[config.mk]
export PLATFORM = sky130hd
export DESIGN_NAME = tcp_option_address_extractor
export DESIGN_NICKNAME = d
export VERILOG_FILES = /design/src/toae_pkg.sv /design/src/tcp_option_address_extractor.sv /design/src/toae_input_stage.sv /design/src/toae_parser.sv /design/src/toae_output_stage.sv
export VERILOG_INCLUDE_DIRS = /design/src /design/src/src
export SDC_FILE = /design/constraint.sdc
export NUM_CORES = 1
export LEC_CHECK = 0
export BUFFER_PORTS_ARGS = -buffer_cell sky130_fd_sc_hd__buf_2
export CORE_MARGIN = 5
export CORE_UTILIZATION = 35
export CTS_CLUSTER_SIZE = 28
export DETAILED_ROUTE_END_ITERATION = 8
export RECOVER_POWER = 50
export SYNTH_ARGS = -nofsm -noshare
export SYNTH_HDL_FRONTEND = slang
export SYNTH_SLANG_ARGS = --single-unit
[constraint.sdc]
create_clock -name clock -period 5.5 [get_ports clock]
set_input_delay 0.275 -clock clock [delete_from_list [all_inputs] [get_ports clock]]
set_output_delay 0.275 -clock clock [all_outputs]
set_load 0.005 [all_outputs]
[src/assert_macros.svh]
// Assertion helpers used by the top-level RTL file.
`ifndef ASSERT_MACROS_SVH
`define ASSERT_MACROS_SVH

// Checks a property on every rising clock edge outside of reset.
`define ASSERT_ALWAYS(label, clk, rst, prop, msg) \
   label: assert property (@(posedge clk) disable iff (rst) (prop)) else $error(msg);

// Checks that the consequent holds in the same cycle as the antecedent.
`define ASSERT_IMPLIES(label, clk, rst, ante, cons, msg) \
   label: assert property (@(posedge clk) disable iff (rst) (ante) |-> (cons)) else $error(msg);

`endif

[src/toae_pkg.sv]
package toae_pkg;

   localparam logic [7:0] KIND_RESET     = 8'd254;
   localparam logic [7:0] OPT_EOL        = 8'd0;
   localparam logic [7:0] OPT_NOP        = 8'd1;
   localparam logic [7:0] ADDR_OPT_LEN   = 8'd8;
   localparam logic [3:0] BASE_HDR_WORDS = 4'd5;
   localparam int         BYTES_PER_WORD = 4;
   localparam int         OPT_HDR_BYTES  = 2;
   localparam int         PORT_BYTES     = 2;
   localparam logic [2:0] CAPTURE_BYTES  = 3'(ADDR_OPT_LEN - 8'(OPT_HDR_BYTES));

   localparam logic OP_START  = 1'b0;
   localparam logic OP_OPTION = 1'b1;

   typedef enum logic [2:0] {
      ST_FOUND     = 3'd0,
      ST_NOT_SYN   = 3'd1,
      ST_END_LIST  = 3'd2,
      ST_BAD_LEN   = 3'd3,
      ST_EXHAUSTED = 3'd4
   } status_type;

   typedef struct packed {
      logic       operation;
      logic       syn_flag;
      logic [3:0] data_offset_words;
      logic [7:0] option_byte;
   } item_type;

   typedef struct packed {
      status_type  status;
      logic [15:0] client_port;
      logic [31:0] client_addr;
   } result_type;

endpackage

[src/tcp_option_address_extractor.sv]
// TCP option address extractor. Feed one start transfer per TCP header (SYN
// flag and data offset), then the option area bytes one transfer each. The
// block walks the options and gives at most one result per header: the port
// and IPv4 address of the option whose kind matches the csr kind register
// (reset 254) with length 8, or a status of not SYN, end of list, bad option
// length or area exhausted. Option bytes after a result are ignored until
// the next start. The block takes one transfer every cycle while its input
// is not stalled; an accepted byte passes through the input register and
// then the result register, and the walk state updates as the result
// register loads. Backpressure on the result side stalls the input only when
// the result register is full and is not being taken. Write the kind
// register only while the block is idle.
`include "assert_macros.svh"

module tcp_option_address_extractor
   import toae_pkg::*;
(
   input  logic        clock,
   input  logic        reset,
   input  logic        csr_write_enable,
   input  logic [7:0]  csr_write_data,
   input  logic        req_valid,
   output logic        req_stall,
   input  logic        req_operation,
   input  logic        req_syn_flag,
   input  logic [3:0]  req_data_offset_words,
   input  logic [7:0]  req_option_byte,
   output logic        rsp_valid,
   input  logic        rsp_stall,
   output logic [2:0]  rsp_status,
   output logic [15:0] rsp_client_port,
   output logic [31:0] rsp_client_addr
);

   item_type   req_item;
   item_type   item;
   logic       item_valid;
   logic       advance;
   logic       fire;
   logic       result_valid;
   result_type result;
   result_type rsp_result;

   assign req_item = '{operation:         req_operation,
                       syn_flag:          req_syn_flag,
                       data_offset_words: req_data_offset_words,
                       option_byte:       req_option_byte};

   // An item is processed when it sits in the input register and the result
   // register can take whatever it produces.
   assign fire = item_valid && advance;

   toae_input_stage u_input (
      .clock      (clock),
      .reset      (reset),
      .req_valid  (req_valid),
      .req_stall  (req_stall),
      .req_item   (req_item),
      .advance    (advance),
      .item_valid (item_valid),
      .item       (item)
   );

   toae_parser u_parser (
      .clock            (clock),
      .reset            (reset),
      .csr_write_enable (csr_write_enable),
      .csr_write_data   (csr_write_data),
      .fire             (fire),
      .item             (item),
      .result_valid     (result_valid),
      .result           (result)
   );

   toae_output_stage u_output (
      .clock        (clock),
      .reset        (reset),
      .fire         (fire),
      .result_valid (result_valid),
      .result       (result),
      .advance      (advance),
      .rsp_valid    (rsp_valid),
      .rsp_stall    (rsp_stall),
      .rsp_result   (rsp_result)
   );

   assign rsp_status      = rsp_result.status;
   assign rsp_client_port = rsp_result.client_port;
   assign rsp_client_addr = rsp_result.client_addr;

   // A stalled input is always caused by a full, stalled result register.
   `ASSERT_IMPLIES(a_stall_cause, clock, reset, req_stall, rsp_valid && rsp_stall, "input stall without result backpressure")
   // Only a found option carries a port and an address.
   `ASSERT_IMPLIES(a_zero_fields, clock, reset, rsp_valid && rsp_status != ST_FOUND, rsp_client_port == '0 && rsp_client_addr == '0, "nonzero fields on a failed walk")
   // The status code is always one of the defined codes.
   `ASSERT_ALWAYS(a_status_code, clock, reset, !rsp_valid || rsp_status <= ST_EXHAUSTED, "undefined status code")

endmodule

[src/toae_input_stage.sv]
module toae_input_stage
   import toae_pkg::*;
(
   input  logic     clock,
   input  logic     reset,
   input  logic     req_valid,
   output logic     req_stall,
   input  item_type req_item,
   input  logic     advance,
   output logic     item_valid,
   output item_type item
);

   logic     vld_ff, vld_in;
   item_type item_ff;
   logic     accept;

   // The held item can move on only when the result side has room.
   assign req_stall = vld_ff && !advance;
   assign accept    = req_valid && !req_stall;

   always_comb begin
      vld_in = vld_ff;
      if (accept) begin
         vld_in = 1'b1;
      end else if (advance) begin
         vld_in = 1'b0;
      end
   end

   always_ff @(posedge clock) begin
      if (reset) begin
         vld_ff <= 1'b0;
      end else begin
         vld_ff <= vld_in;
      end
   end

   always_ff @(posedge clock) begin
      if (accept) begin
         item_ff <= req_item;
      end
   end

   assign item_valid = vld_ff;
   assign item       = item_ff;

endmodule

[src/toae_parser.sv]
module toae_parser
   import toae_pkg::*;
(
   input  logic       clock,
   input  logic       reset,
   input  logic       csr_write_enable,
   input  logic [7:0] csr_write_data,
   input  logic       fire,
   input  item_type   item,
   output logic       result_valid,
   output result_type result
);

   typedef enum logic [2:0] {
      PH_IDLE      = 3'd0,
      PH_KIND      = 3'd1,
      PH_LEN_MATCH = 3'd2,
      PH_LEN_OTHER = 3'd3,
      PH_SKIP      = 3'd4,
      PH_CAPTURE   = 3'd5
   } phase_type;

   phase_type   phase_ff, phase_in;
   logic [5:0]  area_ff, area_in;
   logic [5:0]  skip_ff, skip_in;
   logic [2:0]  cap_idx_ff, cap_idx_in;
   logic [15:0] port_ff, port_in;
   logic [31:0] addr_ff, addr_in;
   logic [7:0]  kind_ff;

   always_comb begin
      logic [7:0] b;
      logic [3:0] extra_words;
      logic [5:0] area_next;
      logic [2:0] idx_next;
      b           = item.option_byte;
      extra_words = item.data_offset_words - BASE_HDR_WORDS;
      area_next   = area_ff;
      idx_next    = cap_idx_ff;

      phase_in     = phase_ff;
      area_in      = area_ff;
      skip_in      = skip_ff;
      cap_idx_in   = cap_idx_ff;
      port_in      = port_ff;
      addr_in      = addr_ff;
      result_valid = 1'b0;
      result       = '{status: ST_FOUND, client_port: '0, client_addr: '0};

      if (item.operation == OP_START) begin
         skip_in    = '0;
         cap_idx_in = '0;
         port_in    = '0;
         addr_in    = '0;
         area_in    = '0;
         if (!item.syn_flag) begin
            result_valid  = 1'b1;
            result.status = ST_NOT_SYN;
            phase_in      = PH_IDLE;
         end else if (item.data_offset_words <= BASE_HDR_WORDS) begin
            result_valid  = 1'b1;
            result.status = ST_EXHAUSTED;
            phase_in      = PH_IDLE;
         end else begin
            area_in  = 6'(extra_words * BYTES_PER_WORD);
            phase_in = PH_KIND;
         end
      end else begin
         unique case (phase_ff)
            PH_KIND: begin
               if (b == OPT_EOL) begin
                  result_valid  = 1'b1;
                  result.status = ST_END_LIST;
                  phase_in      = PH_IDLE;
               end else if (b == OPT_NOP) begin
                  area_next = area_ff - 6'd1;
                  area_in   = area_next;
                  if (area_next == '0) begin
                     result_valid  = 1'b1;
                     result.status = ST_EXHAUSTED;
                     phase_in      = PH_IDLE;
                  end
               end else if (b == kind_ff) begin
                  phase_in = PH_LEN_MATCH;
               end else begin
                  phase_in = PH_LEN_OTHER;
               end
            end
            PH_LEN_MATCH, PH_LEN_OTHER: begin
               if (b < 8'(OPT_HDR_BYTES) || b > {2'b00, area_ff}) begin
                  result_valid  = 1'b1;
                  result.status = ST_BAD_LEN;
                  phase_in      = PH_IDLE;
               end else if (phase_ff == PH_LEN_MATCH && b == ADDR_OPT_LEN) begin
                  cap_idx_in = '0;
                  port_in    = '0;
                  addr_in    = '0;
                  phase_in   = PH_CAPTURE;
               end else begin
                  // The length fits in the area here, so six bits carry it.
                  area_next = area_ff - b[5:0];
                  area_in   = area_next;
                  skip_in   = b[5:0] - 6'(OPT_HDR_BYTES);
                  if (skip_in != '0) begin
                     phase_in = PH_SKIP;
                  end else if (area_next == '0) begin
                     result_valid  = 1'b1;
                     result.status = ST_EXHAUSTED;
                     phase_in      = PH_IDLE;
                  end else begin
                     phase_in = PH_KIND;
                  end
               end
            end
            PH_SKIP: begin
               skip_in = skip_ff - 6'd1;
               if (skip_in == '0) begin
                  if (area_ff == '0) begin
                     result_valid  = 1'b1;
                     result.status = ST_EXHAUSTED;
                     phase_in      = PH_IDLE;
                  end else begin
                     phase_in = PH_KIND;
                  end
               end
            end
            PH_CAPTURE: begin
               if (cap_idx_ff < 3'(PORT_BYTES)) begin
                  port_in = {port_ff[7:0], b};
               end else begin
                  addr_in = {addr_ff[23:0], b};
               end
               idx_next   = cap_idx_ff + 3'd1;
               cap_idx_in = idx_next;
               if (idx_next >= CAPTURE_BYTES) begin
                  cap_idx_in         = '0;
                  result_valid       = 1'b1;
                  result.status      = ST_FOUND;
                  result.client_port = port_in;
                  result.client_addr = addr_in;
                  phase_in           = PH_IDLE;
               end
            end
            default: begin
               phase_in = PH_IDLE;
            end
         endcase
      end
   end

   always_ff @(posedge clock) begin
      if (reset) begin
         phase_ff   <= PH_IDLE;
         area_ff    <= '0;
         skip_ff    <= '0;
         cap_idx_ff <= '0;
         port_ff    <= '0;
         addr_ff    <= '0;
         kind_ff    <= KIND_RESET;
      end else begin
         if (fire) begin
            phase_ff   <= phase_in;
            area_ff    <= area_in;
            skip_ff    <= skip_in;
            cap_idx_ff <= cap_idx_in;
            port_ff    <= port_in;
            addr_ff    <= addr_in;
         end
         if (csr_write_enable) begin
            kind_ff <= csr_write_data;
         end
      end
   end

endmodule

[src/toae_output_stage.sv]
module toae_output_stage
   import toae_pkg::*;
(
   input  logic       clock,
   input  logic       reset,
   input  logic       fire,
   input  logic       result_valid,
   input  result_type result,
   output logic       advance,
   output logic       rsp_valid,
   input  logic       rsp_stall,
   output result_type rsp_result
);

   logic       vld_ff, vld_in;
   result_type result_ff;
   logic       load;

   // Room exists when the register is empty or its transfer completes now.
   assign advance = !vld_ff || !rsp_stall;
   assign load    = fire && result_valid;

   always_comb begin
      vld_in = vld_ff;
      if (load) begin
         vld_in = 1'b1;
      end else if (vld_ff && !rsp_stall) begin
         vld_in = 1'b0;
      end
   end

   always_ff @(posedge clock) begin
      if (reset) begin
         vld_ff <= 1'b0;
      end else begin
         vld_ff <= vld_in;
      end
   end

   always_ff @(posedge clock) begin
      if (load) begin
         result_ff <= result;
      end
   end

   assign rsp_valid  = vld_ff;
   assign rsp_result = result_ff;

endmodule

==> reports/metrics.csv <==
metric;value;unit
outcome;finished with violations;
failing checks;max-capacitance violations, max-slew violations;
die footprint;22940;sq um
top cells by area, synth;edfxtp_1 (28%), dfxtp_1 (22%), nand2_1 (8.7%);
DR DRC count;0;
GR met1 Demand/Resource;22.13;%
GR Util All Layers;15.79;%
CP required;5600;ps
most frequent cells in the layout;nand2_1 (162), dfxtp_1 (76), o21ai_0 (68);
Gate Count Post-Synth;766;
fin. max-slew vios;127;
Fmax;248.1;MHz
final wirelength;17.72;mm
clock tree buffer depth;2;
Max-Cap Viols;2;
Finish-stage setup viols;0;
Seq cells post-synth;141;
Critical Path AT;4130;ps
Compound-Gate Fraction of Synth Area;16.06;%
fraction of layout cells with a size suffix above 1;11.39;%
postcts setup bufs;0;
Synth Area in Adders;4.037;%
Design Area, Final;8174;sq um
crit start category;register;
largest net degree at the start of global routing;78;
Final Cycle Share;73.29;%
post-synth top area share;27.87;%
post-detailed-route wirelength per cell;16.13;um
Synth Flop Type;dfxtp_1;
first-pass GRT wire length;28.19;mm
CTS root buffer;clkbuf_16;
Die X;151.5;um
post-layout minimum cycle time;4031;ps
DP Cell Count;1067;
clock sink count;141;
CTS tree;yes;
Placed Area;7614;sq um
initial antenna violation count;0;
endpoints failing hold;0;
main combinational cell family by area after synthesis;simple AND/OR/NAND/NOR gates;
mux cell area share after synthesis;0.4466;%
global route overflow;0;
XOR/XNOR share of the synthesized area;3.001;%
Critical Path Max Stage Delay;670;ps
Iteration-0 DRC Markers;393;
post-CTS sizing;0;
die height;151.5;um
Post-synth EDFFs;65;
Leakage;2.624;nW
Worst VDD drop;0.0002230;V
Via-to-Cell Ratio;5.040;
number of hold buffers added after CTS;0;
commonest non-fill, non-tap cell in the layout;nand2_1;
Slew headroom;-102.3;%
core area;19590;sq um
CP Cell Sequence;ha_1 -> fa_1 -> or2b_1 -> a21oi_1 -> xnor2_1 -> nor4_2 -> and4_2 -> nand2_1 -> a21oi_4 -> buf_4;
Area Overhead vs Synth;16.70;%
worst-margin pin slew;3034;ps
Netlist cell types;68;
drt pass-1 iters;5;
CTS Buf Count;17;
Fin Setup TNS;0;ps
mapped cell area;7004;sq um
Port Buf Inserts;79;
CP Class;reg2reg;
crit end category;register;
# diodes;0;
reg2reg setup slack;1470;ps
htree depth;4;
R2R Path Start;u_input.item[0];
Place WS;1482;ps
FP Rows;51;
Worst path slowest cell;a21oi_4;
layout net count;870;
Post-Synth Simple-Gate Area;22.85;%
setup ws final;1469;ps
RSZ-0062 raised after global routing;no;
leading area contributor after synthesis;edfxtp_1;
Power Dens Cells;314.1;nW/um^2
CP Buf/Inv Count;1;
peak fanout along the critical path;28;
sequential share of the synthesized area;49.59;%
Pwr Total;2.567;mW
YS warnings;0;
grt peak-use layer;met2;
Post-DRT Antenna Nets;0;
routing usage on met3;3.659;%
routed via count;5539;
hpwl dp;11.88;mm
final non-filler cell total;1099;
Hold Path Class;in2reg;
Hold Path End;u_input.item[9];
endpoint of the worst-slack reg-to-reg timing path;u_output.rsp_result[7];
min-delay src;req_data_offset_words[1];
Initial Utilization;35.75;%
grt met2 use;23.96;%
number of global-route vias before repair;5244;
I/O pin cnt;80;
Avg Cell Area, Syn;9.144;sq um
Worst-path clk slew;60;ps
clock skew;11.37;ps
RePlAce Congestion;0.8727;
Post-synth ARST share;0;%
worst-skew pair later-pin latency;430;ps
hold-critical path depth;1;
Crit path max-delay family;simple AND/OR/NAND/NOR gates;
reg2reg path depth;10;
syn_nets;815;
synth_stat cells (all sizes together), types with 7 or more instances:
| library cell | n |
|---|---|
| a211o | 7 |
| a211oi | 9 |
| a21oi | 68 |
| buf | 13 |
| clkbuf | 35 |
| dfxtp | 76 |
| edfxtp | 65 |
| ha | 21 |
| inv | 19 |
| nand2 | 162 |
| nand2b | 52 |
| nor2 | 38 |
| nor2b | 12 |
| nor3 | 10 |
| nor3b | 8 |
| nor4 | 7 |
| o211ai | 7 |
| o21ai | 71 |
| xnor2 | 11 |
| xor2 | 13 |
final cells by class:
cell class / count / area, sq um
Clock buffer: 17 / 425.4
Clock inverter: 15 / 215.2
Fill cell: 1943 / 11420
Inverter: 20 / 75.07
Multi-Input combinational cell: 557 / 3284
Sequential cell: 141 / 3473
Tap cell: 265 / 331.6
Timing Repair Buffer: 84 / 369.1
where the power goes:
| part | internal [mW] | switching (mW) |
|---|---|---|
| Clock | 0.740 | 0.512 |
| Sequential | 1.12 | 0.0290 |
| Combinational | 0.0673 | 0.0966 |
| Total | 1.93 | 0.637 |
how the worst max path moves through the flow:
stage / from / endpoint / slack [ps] / cells past startpoint
floorplan: u_parser.area_ff[0] / u_output.rsp_result[0] / 430 / 10
global placement: u_input.item[0] / u_output.rsp_result[29] / 1520 / 10
detailed placement: u_input.item[0] / u_output.rsp_result[29] / 1480 / 10
CTS: u_input.item[0] / u_output.rsp_result[7] / 1460 / 10
global route: u_input.item[4] / u_output.rsp_result[7] / 1260 / 10
finish: u_input.item[0] / u_output.rsp_result[7] / 1470 / 10
routing by layer:
metal,share of wire (%),up-vias
li1,-,2765
met1,47,2612
met2,46,139
met3,5.5,23
met4,2.2,0
met5,0,-
kinds of logic after synthesis:
kind of cell | after synthesis
XOR/XNOR | 24
AND/OR/NAND/NOR | 324
adder cells (fa/ha/maj) | 22
buffers and inverters | 68
AO/OA/AOI/OAI | 184
multiplexers | 3
flip-flops | 141
stage by stage:
step / hold slack, ps / util [%]
finish: 18.90 / 41.73
global placement: 452.7 / 38.86
floorplan: 373.9 / -
CTS: 4.318 / 42.13
detailed placement: 453.1 / 38.86
global route: 12.77 / 41.73
registers in the layout, indices dropped and copies added, names as in the netlist:
register	count
u_output.rsp_valid	1
u_parser.phase_ff	3
u_parser.port_ff	16
u_input.item	14
u_parser.skip_ff	6
u_input.item_valid	1
u_parser.cap_idx_ff	3
u_parser.area_ff	6
u_parser.addr_ff	32
u_output.rsp_result	51
u_parser.kind_ff	8
Power figures use the tool's default switching activity.
